**src/rtl/cbc_pkg.sv**
```systemverilog
package cbc_pkg;

  // Configuration register indexes.
  localparam logic [7:0] CfgCartType = 8'd0;
  localparam logic [7:0] CfgRamSize  = 8'd1;

  // Reset value of the usable RAM window.
  localparam logic [13:0] RamSizeReset = 14'd8192;

  // Magic low nibble that enables external RAM.
  localparam logic [3:0] RamEnableKey = 4'hA;

  // Control region selected by address bits 14:13 below 0x8000.
  localparam logic [1:0] RegionEnable = 2'd0;
  localparam logic [1:0] RegionRomBank = 2'd1;
  localparam logic [1:0] RegionUpper = 2'd2;
  localparam logic [1:0] RegionMode = 2'd3;

  // Address bits 15:13 of the external RAM window at 0xA000-0xBFFF.
  localparam logic [2:0] RamWindow = 3'b101;

  // MBC3 RTC register range and latch bytes.
  localparam logic [3:0] RtcFirst = 4'h8;
  localparam logic [3:0] RtcLast = 4'hC;
  localparam logic [3:0] RamSelLimit = 4'h4;
  localparam logic [7:0] LatchLow = 8'h00;
  localparam logic [7:0] LatchHigh = 8'h01;

  typedef enum logic [2:0] {
    KIND_PLAIN,
    KIND_MBC1,
    KIND_MBC2,
    KIND_MBC3,
    KIND_MBC5
  } kind_t;

  // Bank controller state.
  typedef struct packed {
    logic       ram_en;
    logic [8:0] rom_sel;
    logic [3:0] upper;
    logic [3:0] ram_bank;
    logic       mode;
    logic       rtc_sel;
    logic [1:0] latch;
  } cbc_state_t;

  // One result transaction.
  typedef struct packed {
    logic [8:0]  rom_bank_out;
    logic [3:0]  ram_bank_out;
    logic        ram_enabled;
    logic        ram_write;
    logic [12:0] ram_offset;
    logic [7:0]  ram_data;
    logic        rtc_selected;
    logic        rtc_latched;
  } cbc_result_t;

  // Header type byte to controller kind; unknown types act as plain banking.
  function automatic kind_t kind_of(input logic [7:0] t);
    kind_t k;
    case (t)
      8'h01, 8'h02, 8'h03: k = KIND_MBC1;
      8'h05, 8'h06: k = KIND_MBC2;
      8'h10, 8'h11, 8'h12, 8'h13: k = KIND_MBC3;
      8'h19, 8'h1A, 8'h1B, 8'h1C, 8'h1D, 8'h1E: k = KIND_MBC5;
      default: k = KIND_PLAIN;
    endcase
    return k;
  endfunction

endpackage

```
**src/rtl/cartridge_bank_controller.sv**
```systemverilog
// Bank controller for a handheld console cartridge. Each input transaction
// is one CPU write (address, byte); the controller kind (plain, MBC1, MBC2,
// MBC3, MBC5) follows the cart_type register, and every write returns one
// result transaction with the banks and flags after the write plus any gated
// external-RAM write. A transaction is accepted every cycle while the skid
// entry is empty; results go into the output register, and while the output
// stalls, the two-entry buffer's skid entry takes one more write. State
// is updated in one pass of decode logic per write. Configuration writes
// (index 0 cart_type, index 1 ram_usable_size) are always ready outside reset.
module cartridge_bank_controller import cbc_pkg::*; (
  input  logic        clk,
  input  logic        rst,
  input  logic        in_valid,
  output logic        in_ready,
  input  logic [15:0] address,
  input  logic [7:0]  data_byte,
  output logic        out_valid,
  input  logic        out_ready,
  output logic [8:0]  rom_bank_out,
  output logic [3:0]  ram_bank_out,
  output logic        ram_enabled,
  output logic        ram_write,
  output logic [12:0] ram_offset,
  output logic [7:0]  ram_data,
  output logic        rtc_selected,
  output logic        rtc_latched,
  input  logic        cfg_valid,
  output logic        cfg_ready,
  input  logic [7:0]  cfg_index,
  input  logic [13:0] cfg_data
);

  logic [7:0]  cart_type;
  logic [13:0] ram_usable_size;
  cbc_state_t  state;
  cbc_state_t  state_next;
  cbc_result_t result;
  cbc_result_t out_data;
  logic        accept;

  assign cfg_ready = !rst;
  assign accept = in_valid && in_ready;

  // Configuration registers.
  always_ff @(posedge clk) begin
    if (rst) begin
      cart_type <= 8'd0;
      ram_usable_size <= RamSizeReset;
    end else if (cfg_valid) begin
      if (cfg_index == CfgCartType) cart_type <= cfg_data[7:0];
      else if (cfg_index == CfgRamSize) ram_usable_size <= cfg_data;
    end
  end

  // Controller state, updated on each accepted transaction.
  always_ff @(posedge clk) begin
    if (rst) begin
      state <= '{ram_en: 1'b0, rom_sel: 9'd1, upper: 4'd0, ram_bank: 4'd0,
                 mode: 1'b0, rtc_sel: 1'b0, latch: 2'd0};
    end else if (accept) begin
      state <= state_next;
    end
  end

  cbc_update u_update (
    .state           (state),
    .cart_type       (cart_type),
    .ram_usable_size (ram_usable_size),
    .address         (address),
    .data_byte       (data_byte),
    .state_next      (state_next),
    .result          (result)
  );

  cbc_out_buffer u_out (
    .clk       (clk),
    .rst       (rst),
    .push      (accept),
    .push_data (result),
    .can_push  (in_ready),
    .out_valid (out_valid),
    .out_ready (out_ready),
    .out_data  (out_data)
  );

  assign rom_bank_out = out_data.rom_bank_out;
  assign ram_bank_out = out_data.ram_bank_out;
  assign ram_enabled = out_data.ram_enabled;
  assign ram_write = out_data.ram_write;
  assign ram_offset = out_data.ram_offset;
  assign ram_data = out_data.ram_data;
  assign rtc_selected = out_data.rtc_selected;
  assign rtc_latched = out_data.rtc_latched;

endmodule

```
**src/rtl/cbc_update.sv**
```systemverilog
module cbc_update import cbc_pkg::*; (
  input  cbc_state_t  state,
  input  logic [7:0]  cart_type,
  input  logic [13:0] ram_usable_size,
  input  logic [15:0] address,
  input  logic [7:0]  data_byte,
  output cbc_state_t  state_next,
  output cbc_result_t result
);

  kind_t       kind;
  logic [1:0]  region;
  logic        ctl_area;
  logic        ram_area;
  logic        ram_ok;
  logic        en_value;
  logic [3:0]  nib;

  assign kind = kind_of(cart_type);
  assign region = address[14:13];
  assign ctl_area = !address[15];
  assign ram_area = (address[15:13] == RamWindow);
  assign en_value = (data_byte[3:0] == RamEnableKey);
  assign nib = data_byte[3:0];

  // Control register writes per controller kind.
  always_comb begin
    state_next = state;
    if (ctl_area) begin
      case (kind)
        KIND_MBC1: begin
          case (region)
            RegionEnable: state_next.ram_en = en_value;
            RegionRomBank: begin
              state_next.rom_sel = {4'd0, data_byte[4:0]};
              if (data_byte[4:0] == 5'd0) state_next.rom_sel = 9'd1;
              if (!state.mode) state_next.rom_sel[6:5] = state.upper[1:0];
            end
            RegionUpper: begin
              state_next.upper = {2'd0, data_byte[1:0]};
              if (state.mode) begin
                state_next.ram_bank = {2'd0, data_byte[1:0]};
              end else begin
                state_next.rom_sel = {2'd0, data_byte[1:0], state.rom_sel[4:0]};
              end
            end
            default: begin
              state_next.mode = data_byte[0];
              if (data_byte[0]) begin
                state_next.ram_bank = {2'd0, state.upper[1:0]};
                state_next.rom_sel = {4'd0, state.rom_sel[4:0]};
              end else begin
                state_next.ram_bank = 4'd0;
                state_next.rom_sel = {2'd0, state.upper[1:0], state.rom_sel[4:0]};
              end
            end
          endcase
        end
        KIND_MBC2: begin
          if (region == RegionEnable && !address[8]) begin
            state_next.ram_en = en_value;
          end else if (region == RegionRomBank && address[8]) begin
            state_next.rom_sel = (nib == 4'd0) ? 9'd1 : {5'd0, nib};
          end
        end
        KIND_MBC3: begin
          case (region)
            RegionEnable: state_next.ram_en = en_value;
            RegionRomBank: begin
              state_next.rom_sel = (data_byte[6:0] == 7'd0) ? 9'd1 : {2'd0, data_byte[6:0]};
            end
            RegionUpper: begin
              state_next.upper = nib;
              if (nib < RamSelLimit) begin
                state_next.ram_bank = nib;
                state_next.rtc_sel = 1'b0;
              end else if (nib >= RtcFirst && nib <= RtcLast) begin
                state_next.rtc_sel = 1'b1;
              end
            end
            default: begin
              // Latch sequence: 0 then 1 enters latched phases, again leaves.
              if (state.latch == 2'd0 && data_byte == LatchLow) state_next.latch = 2'd1;
              else if (state.latch == 2'd1 && data_byte == LatchHigh) state_next.latch = 2'd2;
              else if (state.latch == 2'd2 && data_byte == LatchLow) state_next.latch = 2'd3;
              else if (state.latch == 2'd3 && data_byte == LatchHigh) state_next.latch = 2'd0;
              else state_next.latch = {state.latch[1], 1'b0};
            end
          endcase
        end
        KIND_MBC5: begin
          case (region)
            RegionEnable: state_next.ram_en = en_value;
            RegionRomBank: begin
              if (!address[12]) state_next.rom_sel = {state.rom_sel[8], data_byte};
              else state_next.rom_sel = {data_byte[0], state.rom_sel[7:0]};
            end
            RegionUpper: begin
              state_next.upper = nib;
              state_next.ram_bank = nib;
            end
            default: ;
          endcase
        end
        default: begin
          if (region == RegionEnable) begin
            state_next.ram_en = en_value;
          end else if (region == RegionRomBank) begin
            state_next.rom_sel = (nib == 4'd0) ? 9'd1 : {5'd0, nib};
          end
        end
      endcase
    end
  end

  // External RAM write gating.
  assign ram_ok = ram_area && state.ram_en && ({1'b0, address[12:0]} < ram_usable_size)
                  && !(kind == KIND_MBC3 && state.upper[3]);

  always_comb begin
    result.rom_bank_out = state_next.rom_sel;
    result.ram_bank_out = state_next.ram_bank;
    result.ram_enabled = state_next.ram_en;
    result.ram_write = ram_ok;
    result.ram_offset = ram_ok ? address[12:0] : 13'd0;
    result.ram_data = 8'd0;
    if (ram_ok) result.ram_data = (kind == KIND_MBC2) ? {4'd0, nib} : data_byte;
    result.rtc_selected = state_next.rtc_sel;
    result.rtc_latched = state_next.latch[1];
  end

endmodule

```
**src/rtl/cbc_out_buffer.sv**
```systemverilog
module cbc_out_buffer import cbc_pkg::*; (
  input  logic        clk,
  input  logic        rst,
  input  logic        push,
  input  cbc_result_t push_data,
  output logic        can_push,
  output logic        out_valid,
  input  logic        out_ready,
  output cbc_result_t out_data
);

  logic        skid_valid;
  cbc_result_t skid_data;
  logic        pop;

  assign pop = out_valid && out_ready;
  // Nothing is taken while reset holds the buffer empty.
  assign can_push = !skid_valid && !rst;

  // Output register with one skid entry behind it.
  always_ff @(posedge clk) begin
    if (rst) begin
      out_valid <= 1'b0;
      skid_valid <= 1'b0;
    end else if (!out_valid || pop) begin
      if (skid_valid) begin
        out_data <= skid_data;
        skid_valid <= 1'b0;
        out_valid <= 1'b1;
      end else if (push) begin
        out_data <= push_data;
        out_valid <= 1'b1;
      end else begin
        out_valid <= 1'b0;
      end
    end else if (push) begin
      skid_data <= push_data;
      skid_valid <= 1'b1;
    end
  end

endmodule

```
**config.mk**
```make
export PLATFORM = sky130hd
export DESIGN_NAME = cartridge_bank_controller
export DESIGN_NICKNAME = d
export VERILOG_FILES = /design/src/rtl/cbc_pkg.sv /design/src/rtl/cartridge_bank_controller.sv /design/src/rtl/cbc_update.sv /design/src/rtl/cbc_out_buffer.sv
export SDC_FILE = /design/constraint.sdc
export NUM_CORES = 1
export LEC_CHECK = 0
export BUFFER_PORTS_ARGS = -buffer_cell sky130_fd_sc_hd__buf_2
export CORE_ASPECT_RATIO = 1.5
export CORE_MARGIN = 5
export CORE_UTILIZATION = 53
export CTS_BUF_LIST = sky130_fd_sc_hd__clkbuf_8
export DETAILED_ROUTE_END_ITERATION = 10
export GPL_TIMING_DRIVEN = 0
export HOLD_SLACK_MARGIN = 0.08
export PLACE_DENSITY = 0.75
export SLEW_MARGIN = 40
export SYNTH_ARGS = -nofsm -noshare
export SYNTH_HDL_FRONTEND = slang
export SYNTH_SLANG_ARGS = --single-unit
```
**constraint.sdc**
```tcl
create_clock -name clk -period 3.6 [get_ports clk]
set_input_delay 0.18 -clock clk [delete_from_list [all_inputs] [get_ports clk]]
set_output_delay 0.18 -clock clk [all_outputs]
set_load 0.02 [all_outputs]
```
==> impl_metrics.json <==
{
  "timing.hold.ws_ps": 110.1,
  "grt_pass1_vias": 4884,
  "antenna_found_initial": 0,
  "via_per_inst": 5.647,
  "die_h_um": 140.8,
  "vias": 4885,
  "p_per_area_nw_per_um2": 399.7,
  "synth.avg_cell_area_um2": 10.41,
  "holdCritPathClass": "in -> reg",
  "end_kind": "register",
  "syn-num-nets": 646,
  "path_cells": "or4b_1, buf_2, nor2_1, and3_1, nand4_1, xnor2_2, mux2_2",
  "rows": 47,
  "die_area_um2": 13690,
  "num_antenna_cells": 0,
  "clkTransAtPathRegs_ps": 70,
  "pre_cts_ws_ps": 1012,
  "cts_buffers": 17,
  "synth_edf_count": 76,
  "synth-seq-area-share": 0.5364,
  "ys_types": 64,
  "synth_seq_cells": 124,
  "power_w": 0.002897,
  "worst_pin_slew_ps": 863.5,
  "synth_area_um2": 6046,
  "drc": 0,
  "detail-route-antenna-nets": 0,
  "io_buffers": 87,
  "required_ps": 3780,
  "routedWlPerCell_um": 17.81,
  "post-route-period-util": 0.7253,
  "leakage_nw": 3.026,
  "slowest_stage": "or4b_1",
  "grt_max_degree": 23,
  "status": "completed",
  "cts.htree.levels": 4,
  "drtIter0Drc": 277,
  "cts_hold_buffers": 15,
  "crit_fanout": 7,
  "drive_gt1_frac": 0.2173,
  "clock_path_buffers": 2,
  "io_pins": 92,
  "nets": 771,
  "startpoint_type": "register",
  "clock_sinks": 124,
  "critPathMaxStageDelay_ps": 510,
  "slew_headroom": 0.4208,
  "overflow": 0,
  "gp_congestion": 0.9342,
  "synthCells": 581,
  "vdd_drop_max_v": 0.0002431,
  "post-route-min-period_ps": 2611,
  "core_area_um2": 11110,
  "grt_pass1_wl_um": 24770,
  "drv_slew": 0,
  "synth_ff_type": "edfxtp_1",
  "cp.arrival_ps": 2790,
  "cts_setup_buffers": 0,
  "start_util": 0.5440,
  "drv_cap": 0,
  "clkLatencyLatePin_ps": 430,
  "clockRootBuffer": "clkbuf_8",
  "ys_async_sr_fraction": 0,
  "first_pass_iters": 5,
  "hpwl_um": 11760,
  "dp_cells": 819,
  "cts_resized": 0,
  "fmax_mhz": 383.0,
  "fin_skew_ps": 9.524,
  "instances_no_fill": 865,
  "wl_um": 15400,
  "hold_viol": 0,
  "path_class": "reg -> reg",
  "syn_to_final_growth_pct": 19.89,
  "die_w_um": 97.21,
  "tritoncts": "done",
  "worst_slack_ps": 988.9,
  "grt_usage": 0.2286,
  "rsz0062_at_grt": "no",
  "final_util": 0.6521,
  "setup_viol": 0,
  "yosysWarnings": 0
}
-- cells in the mapped netlist (12+ instances only) --
| master | n | area share |
|---|---|---|
| edfxtp_1 | 76 | 0.38 |
| nor2_1 | 68 | 0.042 |
| nand2_1 | 50 | 0.031 |
| dfxtp_1 | 48 | 0.16 |
| inv_1 | 41 | 0.025 |
| mux2i_1 | 27 | 0.045 |
| o31ai_1 | 27 | 0.034 |
| clkbuf_1 | 25 | 0.016 |
| o21ai_0 | 23 | 0.019 |
| a21oi_1 | 16 | 0.013 |
| ha_1 | 14 | 0.029 |
| nor3_1 | 14 | 0.012 |
| a21o_1 | 12 | 0.015 |
| mux2_2 | 12 | 0.022 |
-- layout by cell type (no fill, tap or decap), types with 14 or more instances in the layout --
| cell | instances |
|---|---|
| a21oi_1 | 16 |
| dlygate4sd3_1 | 15 |
| ha_1 | 14 |
| clkbuf_1 | 25 |
| nand2_1 | 50 |
| nor2_1 | 67 |
| o31ai_1 | 27 |
| clkbuf_8 | 17 |
| o21ai_0 | 23 |
| buf_2 | 94 |
| edfxtp_1 | 76 |
| inv_1 | 42 |
| dfxtp_1 | 48 |
| mux2i_1 | 27 |
-- metal layers --
| metal | global-route usage | up-vias | wire (um) |
|---|---|---|---|
| met3 | 0.05536 | 34 | 894 |
| met1 | 0.2659 | 2304 | 6116 |
| met5 | 0 | - | 0 |
| met4 | 0.08654 | 0 | 327 |
| met2 | 0.4065 | 187 | 8066 |
| li1 | - | 2360 | - |
-- where the power goes --
part	switching, W	total, W	internal [W]
clock	0.000538	0.00114	0.000599
sequential	0.00000557	0.00153	0.00152
combinational	0.000152	0.000234	0.0000818
total	0.000696	0.00290	0.00220
-- cells by family after synthesis --
| kind of cell | share of synthesized area |
|---|---|
| compound gates | 0.1513 |
| buf+inv | 0.05112 |
| flops | 0.5364 |
| mux | 0.06705 |
| xor+xnor | 0.002691 |
| simple gates | 0.1625 |
| fa+ha+maj | 0.02897 |
-- flip-flops by register name (all words and copies together), names as in the netlist, named ones only --
name / cells
u_out.out_data: 38
u_out.skid_data: 38
state: 21
ram_usable_size: 14
cart_type: 8
u_out.out_valid: 1
u_out.skid_valid: 1
-- path summary, 6_finish.rpt --
| check | slack (ps) | depth (start not counted) | end | startpoint |
|---|---|---|---|---|
| max | 990 | 7 | u_out.out_data[0] | cart_type[7] |
| min | 110 | 3 | u_out.skid_data[19] | address[9] |
| max reg2reg | 990 | 7 | u_out.out_data[0] | cart_type[7] |
| min reg2reg | 490 | 2 | state[13] | state[13] |
-- worst max-delay path, delay by kind of cell, from the launching register on --
family	cells	cell delay (ps)
muxes	1	270
DFF	1	350
and+or+nand+nor	4	1380
xor gates and xnor gates	1	190
buffers and inverters	1	180
-- per-stage QoR --
stage | TNS, ps | area (um2)
global route | 0 | 7248
global placement | -24710 | 6670
CTS | 0 | 7247
finish | 0 | 7248
detailed placement | 0 | 6733
floorplan | 0 | 6051
-- cell type report --
cell class	instances	area, um2
timing repair buffer	106	634.4
buffer	37	155.1
fill	904	3866
clock buffer	17	234.0
sequential	124	3243
multi-input combinational	379	2514
inverter	41	153.9
clock inverter	14	130.1
tap	147	183.9
Power figures use the tool's default switching activity.
